===== src/hw/rtl/bfe_pkg.sv =====
`timescale 1ns / 1ps
// ----------------------------------------------------------------------------
// bfe_pkg
// Shared types and constants for the battery failsafe escalation block.
// ----------------------------------------------------------------------------
package bfe_pkg;

    localparam int unsigned US_PER_MS = 1000;
    localparam int unsigned DEBOUNCE_W = 16;
    // 65535 ms * 1000 fits in 26 bits
    localparam int unsigned GRACE_W = 26;
    localparam int unsigned STAMP_W = 32;
    localparam int unsigned POS_W = 8;
    localparam int unsigned PADDR_W = 4;
    localparam int unsigned PDATA_W = 32;

    localparam logic [POS_W-1:0] POS_UNSET = 8'hFF;

    localparam logic [1:0] LEVEL_NONE     = 2'd0;
    localparam logic [1:0] LEVEL_WARNING  = 2'd1;
    localparam logic [1:0] LEVEL_CRITICAL = 2'd2;

    localparam logic [1:0] REG_DEBOUNCE_MS       = 2'd0;
    localparam logic [1:0] REG_CRITICAL_POSITION = 2'd1;
    localparam logic [1:0] REG_WARNING_POSITION  = 2'd2;

    typedef struct packed {
        logic                is_armed;
        logic [1:0]          alarm_level;
        logic [POS_W-1:0]    switch_position;
        logic [STAMP_W-1:0]  now_us;
    } item_t;

    typedef struct packed {
        logic [POS_W-1:0]    effective_position;
        logic [1:0]          failsafe_level;
        logic                override_active;
    } result_t;

    typedef struct packed {
        logic [GRACE_W-1:0]      grace_us;
        logic signed [POS_W-1:0] critical_position;
        logic signed [POS_W-1:0] warning_position;
    } cfg_t;

endpackage


===== src/hw/rtl/bfe_cfg.sv =====
`timescale 1ns / 1ps
// ----------------------------------------------------------------------------
// bfe_cfg
// APB register file; keeps the debounce time prescaled to microseconds.
// ----------------------------------------------------------------------------
module bfe_cfg (
    input  logic                           clk,
    input  logic                           rst_n,
    input  logic                           psel,
    input  logic                           penable,
    input  logic                           pwrite,
    input  logic [bfe_pkg::PADDR_W-1:0]    paddr,
    input  logic [bfe_pkg::PDATA_W-1:0]    pwdata,
    output logic [bfe_pkg::PDATA_W-1:0]    prdata,
    output logic                           pready,
    output bfe_pkg::cfg_t                  cfg
);
    import bfe_pkg::*;

    logic [DEBOUNCE_W-1:0]   debounce_ms_reg;
    logic [GRACE_W-1:0]      grace_reg;
    logic signed [POS_W-1:0] critical_position_reg;
    logic signed [POS_W-1:0] warning_position_reg;
    logic                    wr_en;
    logic [1:0]              reg_sel;
    logic [GRACE_W-1:0]      grace_next;

    assign pready  = 1'b1;
    assign wr_en   = psel && penable && pwrite && pready;
    assign reg_sel = paddr[PADDR_W-1:2];
    // constant multiply; the product is stored only on a debounce register write
    assign grace_next = GRACE_W'(pwdata[DEBOUNCE_W-1:0]) * GRACE_W'(US_PER_MS);

    always_ff @(posedge clk or negedge rst_n)
    begin
        if (!rst_n)
        begin
            debounce_ms_reg       <= '0;
            grace_reg             <= '0;
            critical_position_reg <= POS_UNSET;
            warning_position_reg  <= POS_UNSET;
        end
        else if (wr_en)
        begin
            unique case (reg_sel)
                REG_DEBOUNCE_MS:
                begin
                    debounce_ms_reg <= pwdata[DEBOUNCE_W-1:0];
                    grace_reg       <= grace_next;
                end
                REG_CRITICAL_POSITION: critical_position_reg <= pwdata[POS_W-1:0];
                REG_WARNING_POSITION:  warning_position_reg  <= pwdata[POS_W-1:0];
                default: ;
            endcase
        end
    end

    // return the stored bits of each register, zero extended; other addresses read zero
    always_comb
    begin
        unique case (reg_sel)
            REG_DEBOUNCE_MS:       prdata = PDATA_W'(debounce_ms_reg);
            REG_CRITICAL_POSITION: prdata = {{(PDATA_W-POS_W){1'b0}}, critical_position_reg};
            REG_WARNING_POSITION:  prdata = {{(PDATA_W-POS_W){1'b0}}, warning_position_reg};
            default:               prdata = '0;
        endcase
    end

    assign cfg.grace_us          = grace_reg;
    assign cfg.critical_position = critical_position_reg;
    assign cfg.warning_position  = warning_position_reg;

endmodule


===== src/hw/rtl/bfe_step.sv =====
`timescale 1ns / 1ps
// ----------------------------------------------------------------------------
// bfe_step
// Escalation state and the per-transaction latch / override decision.
// ----------------------------------------------------------------------------
module bfe_step (
    input  logic             clk,
    input  logic             rst_n,
    input  logic             fire,
    input  bfe_pkg::item_t   item,
    input  bfe_pkg::cfg_t    cfg,
    output bfe_pkg::result_t res
);
    import bfe_pkg::*;

    logic [1:0]         latched_level_reg, latched_level_next;
    logic               overridden_reg, overridden_next;
    logic [POS_W-1:0]   position_at_latch_reg, position_at_latch_next;
    logic [STAMP_W-1:0] change_stamp_reg, change_stamp_next;

    logic [1:0]         level;
    logic [STAMP_W-1:0] elapsed;
    logic               in_grace;

    always_ff @(posedge clk or negedge rst_n)
    begin
        if (!rst_n)
        begin
            latched_level_reg     <= LEVEL_NONE;
            overridden_reg        <= 1'b0;
            position_at_latch_reg <= '0;
            change_stamp_reg      <= '0;
        end
        else if (fire)
        begin
            latched_level_reg     <= latched_level_next;
            overridden_reg        <= overridden_next;
            position_at_latch_reg <= position_at_latch_next;
            change_stamp_reg      <= change_stamp_next;
        end
    end

    // alarm code three counts as none
    assign level = (item.alarm_level == LEVEL_WARNING || item.alarm_level == LEVEL_CRITICAL)
                   ? item.alarm_level : LEVEL_NONE;
    assign elapsed  = item.now_us - change_stamp_reg;
    assign in_grace = elapsed < STAMP_W'(cfg.grace_us);

    always_comb
    begin
        latched_level_next     = latched_level_reg;
        overridden_next        = overridden_reg;
        position_at_latch_next = position_at_latch_reg;
        change_stamp_next      = change_stamp_reg;
        res.effective_position = item.switch_position;
        res.failsafe_level     = LEVEL_NONE;
        res.override_active    = 1'b0;

        if (!item.is_armed)
        begin
            latched_level_next     = LEVEL_NONE;
            overridden_next        = 1'b0;
            change_stamp_next      = item.now_us;
            position_at_latch_next = item.switch_position;
        end
        else
        begin
            // debounce: restart the timer while the alarm matches the latch
            priority if (level == latched_level_reg)
            begin
                change_stamp_next = item.now_us;
            end
            else if (in_grace || level < latched_level_reg)
            begin
                // hold
            end
            else
            begin
                latched_level_next     = level;
                position_at_latch_next = item.switch_position;
                overridden_next        = 1'b0;
            end

            if (latched_level_next != LEVEL_NONE && !overridden_next)
            begin
                priority if (position_at_latch_next != item.switch_position)
                begin
                    overridden_next   = 1'b1;
                    change_stamp_next = item.now_us;
                end
                else if (latched_level_next == LEVEL_CRITICAL
                         && cfg.critical_position != POS_UNSET)
                begin
                    res.effective_position = cfg.critical_position;
                end
                else if (cfg.warning_position != POS_UNSET)
                begin
                    res.effective_position = cfg.warning_position;
                end
                else
                begin
                    // pass the switch through
                end
            end

            res.failsafe_level  = latched_level_next;
            res.override_active = overridden_next;
        end
    end

endmodule


===== src/hw/rtl/battery_failsafe_escalation_top.sv =====
`timescale 1ns / 1ps
// ----------------------------------------------------------------------------
// battery_failsafe_escalation_top
// Battery alarm failsafe: debounced level latch and mode switch substitution.
// ----------------------------------------------------------------------------
// Usage:
//   Input channel (item_valid / item_stall / item) carries one sample per
//   transaction: armed flag, alarm level, switch position and a microsecond
//   timestamp. The output channel (result_valid / result_stall / result)
//   returns exactly one result per input transaction, in order.
//   Path: an accepted transaction is held in the input register, and its
//   result is then held in the result register until it is taken.
//   Throughput: one transaction per cycle while the output does not stall;
//   stages: input register, single decision pass and result register only.
//   Stall: a stalled result holds in the result register; the input
//   register still takes one more transaction, then item_stall rises
//   until the result is taken.
//   Reset (rst_n low, asynchronous) empties both registers, clears the
//   latched level, override flag, latch position and timestamp, and sets
//   debounce to 0 and both forced positions to unset.
//   Configuration goes through the APB port (0x0, 0x4, 0x8); the user must
//   write it only while no transaction is in flight, unenforced by the block.
// ----------------------------------------------------------------------------
module battery_failsafe_escalation_top (
    input  logic                           clk,
    input  logic                           rst_n,
    input  logic                           item_valid,
    output logic                           item_stall,
    input  bfe_pkg::item_t                 item,
    output logic                           result_valid,
    input  logic                           result_stall,
    output bfe_pkg::result_t               result,
    input  logic                           psel,
    input  logic                           penable,
    input  logic                           pwrite,
    input  logic [bfe_pkg::PADDR_W-1:0]    paddr,
    input  logic [bfe_pkg::PDATA_W-1:0]    pwdata,
    output logic [bfe_pkg::PDATA_W-1:0]    prdata,
    output logic                           pready
);
    import bfe_pkg::*;

    cfg_t    cfg;
    item_t   item_reg;
    logic    item_valid_reg;
    result_t result_reg;
    logic    result_valid_reg;
    result_t step_res;
    logic    fire;
    logic    take;

    bfe_cfg u_cfg (
        .clk     (clk),
        .rst_n   (rst_n),
        .psel    (psel),
        .penable (penable),
        .pwrite  (pwrite),
        .paddr   (paddr),
        .pwdata  (pwdata),
        .prdata  (prdata),
        .pready  (pready),
        .cfg     (cfg)
    );

    // advance the held transaction when the result register is free
    assign fire       = item_valid_reg && (!result_valid_reg || !result_stall);
    assign item_stall = item_valid_reg && !fire;
    assign take       = item_valid && !item_stall;

    bfe_step u_step (
        .clk   (clk),
        .rst_n (rst_n),
        .fire  (fire),
        .item  (item_reg),
        .cfg   (cfg),
        .res   (step_res)
    );

    // input register
    always_ff @(posedge clk or negedge rst_n)
    begin
        if (!rst_n)
        begin
            item_valid_reg <= 1'b0;
        end
        else if (take)
        begin
            item_valid_reg <= 1'b1;
        end
        else if (fire)
        begin
            item_valid_reg <= 1'b0;
        end
    end

    always_ff @(posedge clk)
    begin
        if (take)
        begin
            item_reg <= item;
        end
    end

    // result register: hold while stalled, drop once taken
    always_ff @(posedge clk or negedge rst_n)
    begin
        if (!rst_n)
        begin
            result_valid_reg <= 1'b0;
        end
        else if (fire)
        begin
            result_valid_reg <= 1'b1;
        end
        else if (!result_stall)
        begin
            result_valid_reg <= 1'b0;
        end
    end

    always_ff @(posedge clk)
    begin
        if (fire)
        begin
            result_reg <= step_res;
        end
    end

    assign result_valid = result_valid_reg;
    assign result       = result_reg;

endmodule


===== config.mk =====
export PLATFORM = sky130hd
export DESIGN_NAME = battery_failsafe_escalation_top
export DESIGN_NICKNAME = d
export VERILOG_FILES = /design/src/hw/rtl/bfe_pkg.sv /design/src/hw/rtl/bfe_cfg.sv /design/src/hw/rtl/bfe_step.sv /design/src/hw/rtl/battery_failsafe_escalation_top.sv
export SDC_FILE = /design/constraint.sdc
export NUM_CORES = 1
export LEC_CHECK = 0
export BUFFER_PORTS_ARGS = -buffer_cell sky130_fd_sc_hd__buf_2
export CORE_ASPECT_RATIO = 1.75
export CORE_MARGIN = 2
export CORE_UTILIZATION = 40
export CTS_BUF_LIST = sky130_fd_sc_hd__clkbuf_8
export CTS_CLUSTER_DIAMETER = 120
export CTS_CLUSTER_SIZE = 12
export DETAILED_ROUTE_END_ITERATION = 6
export SETUP_SLACK_MARGIN = 0.1
export SYNTH_ARGS = -nofsm -noshare
export SYNTH_HDL_FRONTEND = slang
export SYNTH_SLANG_ARGS = --single-unit
export TNS_END_PERCENT = 50

===== constraint.sdc =====
create_clock -name clk -period 4.71 [get_ports clk]
set_clock_uncertainty 0.2 [all_clocks]
set_input_delay 0 -clock clk [delete_from_list [all_inputs] [get_ports clk]]
set_output_delay 0 -clock clk [all_outputs]
set_load 0.03 [all_outputs]

Word-level counts from Yosys, hierarchy flattened
Cells that the tools add are included.
Word-level totals
  logic and storage cells: 81
  input port bits: 86
  flip-flop bits (word level): 154
  output and inout bits: 46
Operators by class
  eq/ne operators: 10
  add/subtract/negate cells: 1
  multiply operators: 1
  magnitude comparators: 2
  multiplexer cells: 29
  reduce and logical (&&, ||, !) cells: 21
Operator list (count)
  $mux W32: 4
  $mux W8: 8
  $pmux W16 S3: 1
  $lt A32 B26 Y1: 1
  $sub A32 B32 Y32: 1
  $mul A16 B7 Y23 const B: 1
  $ne A8 B8 Y1 const B: 2
  $mux W11: 1
  $mux W1: 10
  $mux W2: 5
  $ne A8 B8 Y1: 1
  $logic_and A1 B1 Y1: 7
  $eq A2 B2 Y1 const B: 3
  $reduce_and A2 Y1: 3
  $logic_not A1 Y1: 5
  $eq A2 B1 Y1 const B: 2
  $reduce_bool A2 Y1: 2
  $logic_or A1 B1 Y1: 3
  $eq A2 B2 Y1: 1
  $logic_not A2 Y1: 1
  $lt A2 B2 Y1: 1
  $ne A2 B1 Y1 const B: 1

Logic depth before layout (Yosys ltp)
  word-level depth: 14
  depth in mapped cells: 27
  mapped depth without buffers: 26

By module
Synthesis repeated with hierarchy kept, for this count alone.
Second synthesis, totals
  cell total of the unflattened synthesis: 1129
  area total of the unflattened synthesis: 11506.0 um2
Modules (own cells, without submodules)
  bfe_cfg: times used 1, cells an instance 518, sequential area each 1346.3 um2, area an instance 5138.7 um2
  bfe_step: times used 1, cells an instance 549, sequential area each 1076.0 um2, area an instance 4653.2 um2
  battery_failsafe_escalation_top: times used 1, cells an instance 62, sequential area each 1671.6 um2, area an instance 1714.1 um2

Worst setup path before layout
OpenSTA, ideal clock, no wires.
  kind: reg2reg
  from: register item_reg[2] (netlist bit)
  to: register u_step.change_stamp_reg[19]
  required time: 4.385 ns
  setup time: 0.125 ns
  cell stages (with the launch flop): 27
  path buffers: 1
  clock period less this slack: 5.172 ns
  setup slack: -0.462 ns
  data arrival time: 4.847 ns
  cell sequence: edfxtp_1 > ha_1 > a21oi_2 > o21ai_2 > a221oi_1 > o31ai_2 > o41ai_4 > a21boi_0 > a21o_1 > a21oi_1 > nor2b_1 > o21a_1 > nor2_1 > xnor2_1 > ha_1 > nand4_1 > nor2_1 > nand4_1 > nor4_1 > o21a_1 > nor3_1 > o221a_2 > a41oi_4 > nor2b_1 > o21ai_2 > buf_4 > mux2_2
Between the ends
  longest elaborated chain between the ends: 10
  elaborated cells on any way between the ends: 19
  those cells by class: 1 x add/sub; 1 x order compare; 1 x eq/ne; 12 x mux; 4 x reduce/logical
RTL lines
  start: declaration: RTL line battery_failsafe_escalation_top.sv:44  | item_t item_reg;
  start signal: assignment: RTL line battery_failsafe_escalation_top.sv:100  | item_reg <= item;
  $sub A32 B32 Y32 *: RTL line bfe_step.sv:46  | assign elapsed = item.now_us - change_stamp_reg;
  $lt A32 B26 Y1 *: RTL line bfe_step.sv:47  | assign in_grace = elapsed < STAMP_W'(cfg.grace_us);
  $logic_or A1 B1 Y1 *: RTL line bfe_step.sv:73  | else if (in_grace || level < latched_level_reg)
  $mux W8 (tied with other cells): RTL line bfe_step.sv:73
  $mux W8 (tied with other cells): RTL line bfe_step.sv:69  | priority if (level == latched_level_reg)
  $mux W8 (tied with other cells): RTL line bfe_step.sv:59  | if (!item.is_armed)
  $ne A8 B8 Y1 (tied with other cells): RTL line bfe_step.sv:86  | priority if (position_at_latch_next != item.switch_position)
  $mux W32 / $logic_and A1 B1 Y1 (equally long branches): RTL line bfe_step.sv:86, bfe_step.sv:84
  $mux W32 *: RTL line bfe_step.sv:84  | if (latched_level_next != LEVEL_NONE && !overridden_next)
  $mux W32 *: RTL line bfe_step.sv:59
  end signal: assignment: RTL line bfe_step.sv:39  | change_stamp_reg <= change_stamp_next;
  end: declaration: RTL line bfe_step.sv:19  | logic [STAMP_W-1:0] change_stamp_reg, change_stamp_next;
Every way passes the cells marked *; elsewhere a longest branch is shown, timed or not. The select of a mux whose other input is x is not followed.
A chain may end at the register's enable or synchronous reset.

==> metrics.txt <==
Largest register FFs between 40 and 50; hold depth 2; Pre-antenna DRT Iters 4; synthesis-stage register bit count around 150; CTS root buffer clkbuf_8; worst setup margin -0.609 ns; IO Pins 132; ratio of cells with drive above 1 in the final layout 0.287; worst r2r dst result[4]; leakage power 6.49 nW; Post-synth EDFFs 54; critical path peak fanout 6; Least-Margin Pin Slew 1.12 ns; Critical R2R Launch u_step.change_stamp_reg[2]; Yosys Warn Count 0; # port buffers 96; number of global-route vias before repair 8,575; Initial Util 0.403; Synth cell types 66; startpoint types flip-flop; fill count roughly 2,400; most common cell after layout, fill and taps aside dlygate4sd3_1; nets 1,504; post-layout min period 5.32 ns; RePlAce Congestion 0.863; die width 126 µm; peak supply drop 0.000276 V; Final HPWL DP 17,600 µm; H-Tree Depth 4; Max Slew Vio Count 0; TritonCTS buffer count 17; TritonCTS clock tree built; Seq/Total Area, Yosys 0.394; Post-Layout Cell Count 1,590; Core Area about 26,000 µm²; Setup CP Type reg2reg; largest area contributor in the netlist dfrtp_1; aggregate global-route resource usage 0.189; cells after synthesis 933; CP Capture Type flip-flop; Syn-to-layout area delta 33.1%; setup TNS -28.07 ns; DR vias 7,848; first-pass GRT wire length 41,200 µm; initial antenna violation count 0; async set-reset flop share out of synthesis 0.645; RSZ-0062 raised after global routing yes; Syn Area/Cell 11.1 µm²; Iteration-0 DRC Markers 324; Num Clock Sinks 152; Max-Cap Viols 0; row cnt 78; Detailed Route WL 24,700 µm; Worst EP required about 4.8 ns; Area contributors post-synth dfrtp_1 20%, edfxtp_1 16%, ha_1 13%; remaining global-route overflow 0; # DRC 0; final hold viol count 0; Final period util 1.13; PwrDens between 400 and 500 nW/µm²; failing checks negative setup slack; most frequent cells in the layout 110 x dlygate4sd3_1, 106 x buf_4, 104 x inv_1, 104 x ha_1, 95 x buf_2; DR WL/cell 15.5 µm; worst hold endpoint item_reg[27]; dpl cells about 1,400; status finished, violations left; Slew headroom 0.252; reg2reg setup slack -0.61 ns; Reg clk slew, reported paths 0.08 ns; delay of the slowest critical-path stage 0.40 ns; clock buffer depth 2; clock latency at the later pin of the worst-skew pair a little under 0.5 ns; # diodes 0; DIE AREA between 20,000 and 30,000 µm²; predominant post-synthesis flop cell dfrtp_1; fmax 188 MHz; vias per cell 4.94; mapped cell area 10,400 µm²; Worst Path Arrival 5.36 ns; Yosys top cell area share 0.198; Die H 217 µm; cell mode on critical path buf_4; Worst Reg-to-Reg Cells 28; critical path's slowest cell dfrtp_1; HP Start item[27]; ANT nets after route 0; final setup vio count 54; Hold Crit Class in2reg; largest net degree at the start of global routing 47
-- synthesized netlist by cell type, types with 20 or more instances --
cell / n
ha_1: 107
inv_1: 101
nand2_1: 88
dfrtp_1: 82
edfxtp_1: 54
fa_1: 54
mux2_2: 51
o21ai_0: 50
nor2_1: 35
xnor2_1: 31
a21oi_1: 27
buf_4: 20
mux2i_1: 20
-- worst max-delay path, delay by kind of cell (launching register included) --
kind,cells,cell delay (ns)
compound gates,14,2.38
xor+xnor,1,0.14
fa+ha+maj,2,0.50
buf+inv,7,0.91
flops,1,0.40
mux,1,0.19
simple gates,3,0.36
-- metrics by stage --
step | area, µm² | hold WS [ns] | utilization | power, W | worst slack [ns]
CTS | 13600 | 0.00116 | 0.530 | 0.00667 | -0.718
global route | 13800 | 0.0319 | 0.537 | 0.00736 | -0.977
floorplan | 10500 | -0.496 | - | 0.00434 | -0.351
finish | 13800 | 0.0408 | 0.537 | 0.00672 | -0.609
global placement | 11900 | -0.0772 | 0.460 | 0.00544 | -0.646
detailed placement | 11900 | -0.0744 | 0.460 | 0.00549 | -0.730
-- power breakdown --
group	switching (W)	internal, W	total (W)
clock network	0.000500	0.000378	0.000879
logic	0.00196	0.00201	0.00397
registers	0.000184	0.00169	0.00188
total	0.00264	0.00408	0.00672
-- how the worst max path moves through the flow --
stage,start,to,slack [ns]
floorplan,item_reg[7],u_step.change_stamp_reg[19],-0.35
global placement,item_reg[2],u_step.change_stamp_reg[22],-0.65
detailed placement,item_reg[2],result[8],-0.73
CTS,item_reg[4],u_step.change_stamp_reg[26],-0.72
global route,u_step.change_stamp_reg[2],result[8],-0.98
finish,u_step.change_stamp_reg[2],result[4],-0.61
-- kinds of logic after synthesis --
| group | synth area share |
|---|---|
| AOI/OAI and AO/OA | 0.105 |
| xor gates and xnor gates | 0.0363 |
| adders and majority gates | 0.233 |
| buffers and inverters | 0.0572 |
| DFF | 0.394 |
| muxes | 0.0821 |
| other | 0.000723 |
| and+or+nand+nor | 0.0918 |
-- layout make-up --
cell class / count / area, µm² / area share
repair buffers: 324 / 2590 / 0.187
multi-input cells: 660 / 6030 / 0.436
flip-flops and latches: 152 / 4090 / 0.296
clock inverters: 13 / 68.8 / 0.00498
well taps: 320 / 400 / 0.0290
clock buffers: 19 / 262 / 0.0189
inverters: 102 / 383 / 0.0277
-- layer usage --
layer / vias up / share of wire / GRT usage / routed length, µm
li1: 3835 / - / - / -
met1: 3852 / 0.39 / 0.205 / 9530
met2: 119 / 0.56 / 0.363 / 13900
met3: 42 / 0.024 / 0.0280 / 592
met4: 0 / 0.029 / 0.0762 / 714
met5: - / 0 / 0 / 0
-- what timing repair did --
item                                   CTS  global route
setup endpoints to repair               54            57
setup buffers                           13             7
pin swaps                               19            16
endpoints found under the hold margin  143             0
gates resized for setup                 41            26
cloned                                   3             1
hold buffers                           111             0
(Power assumes the default switching activity.)
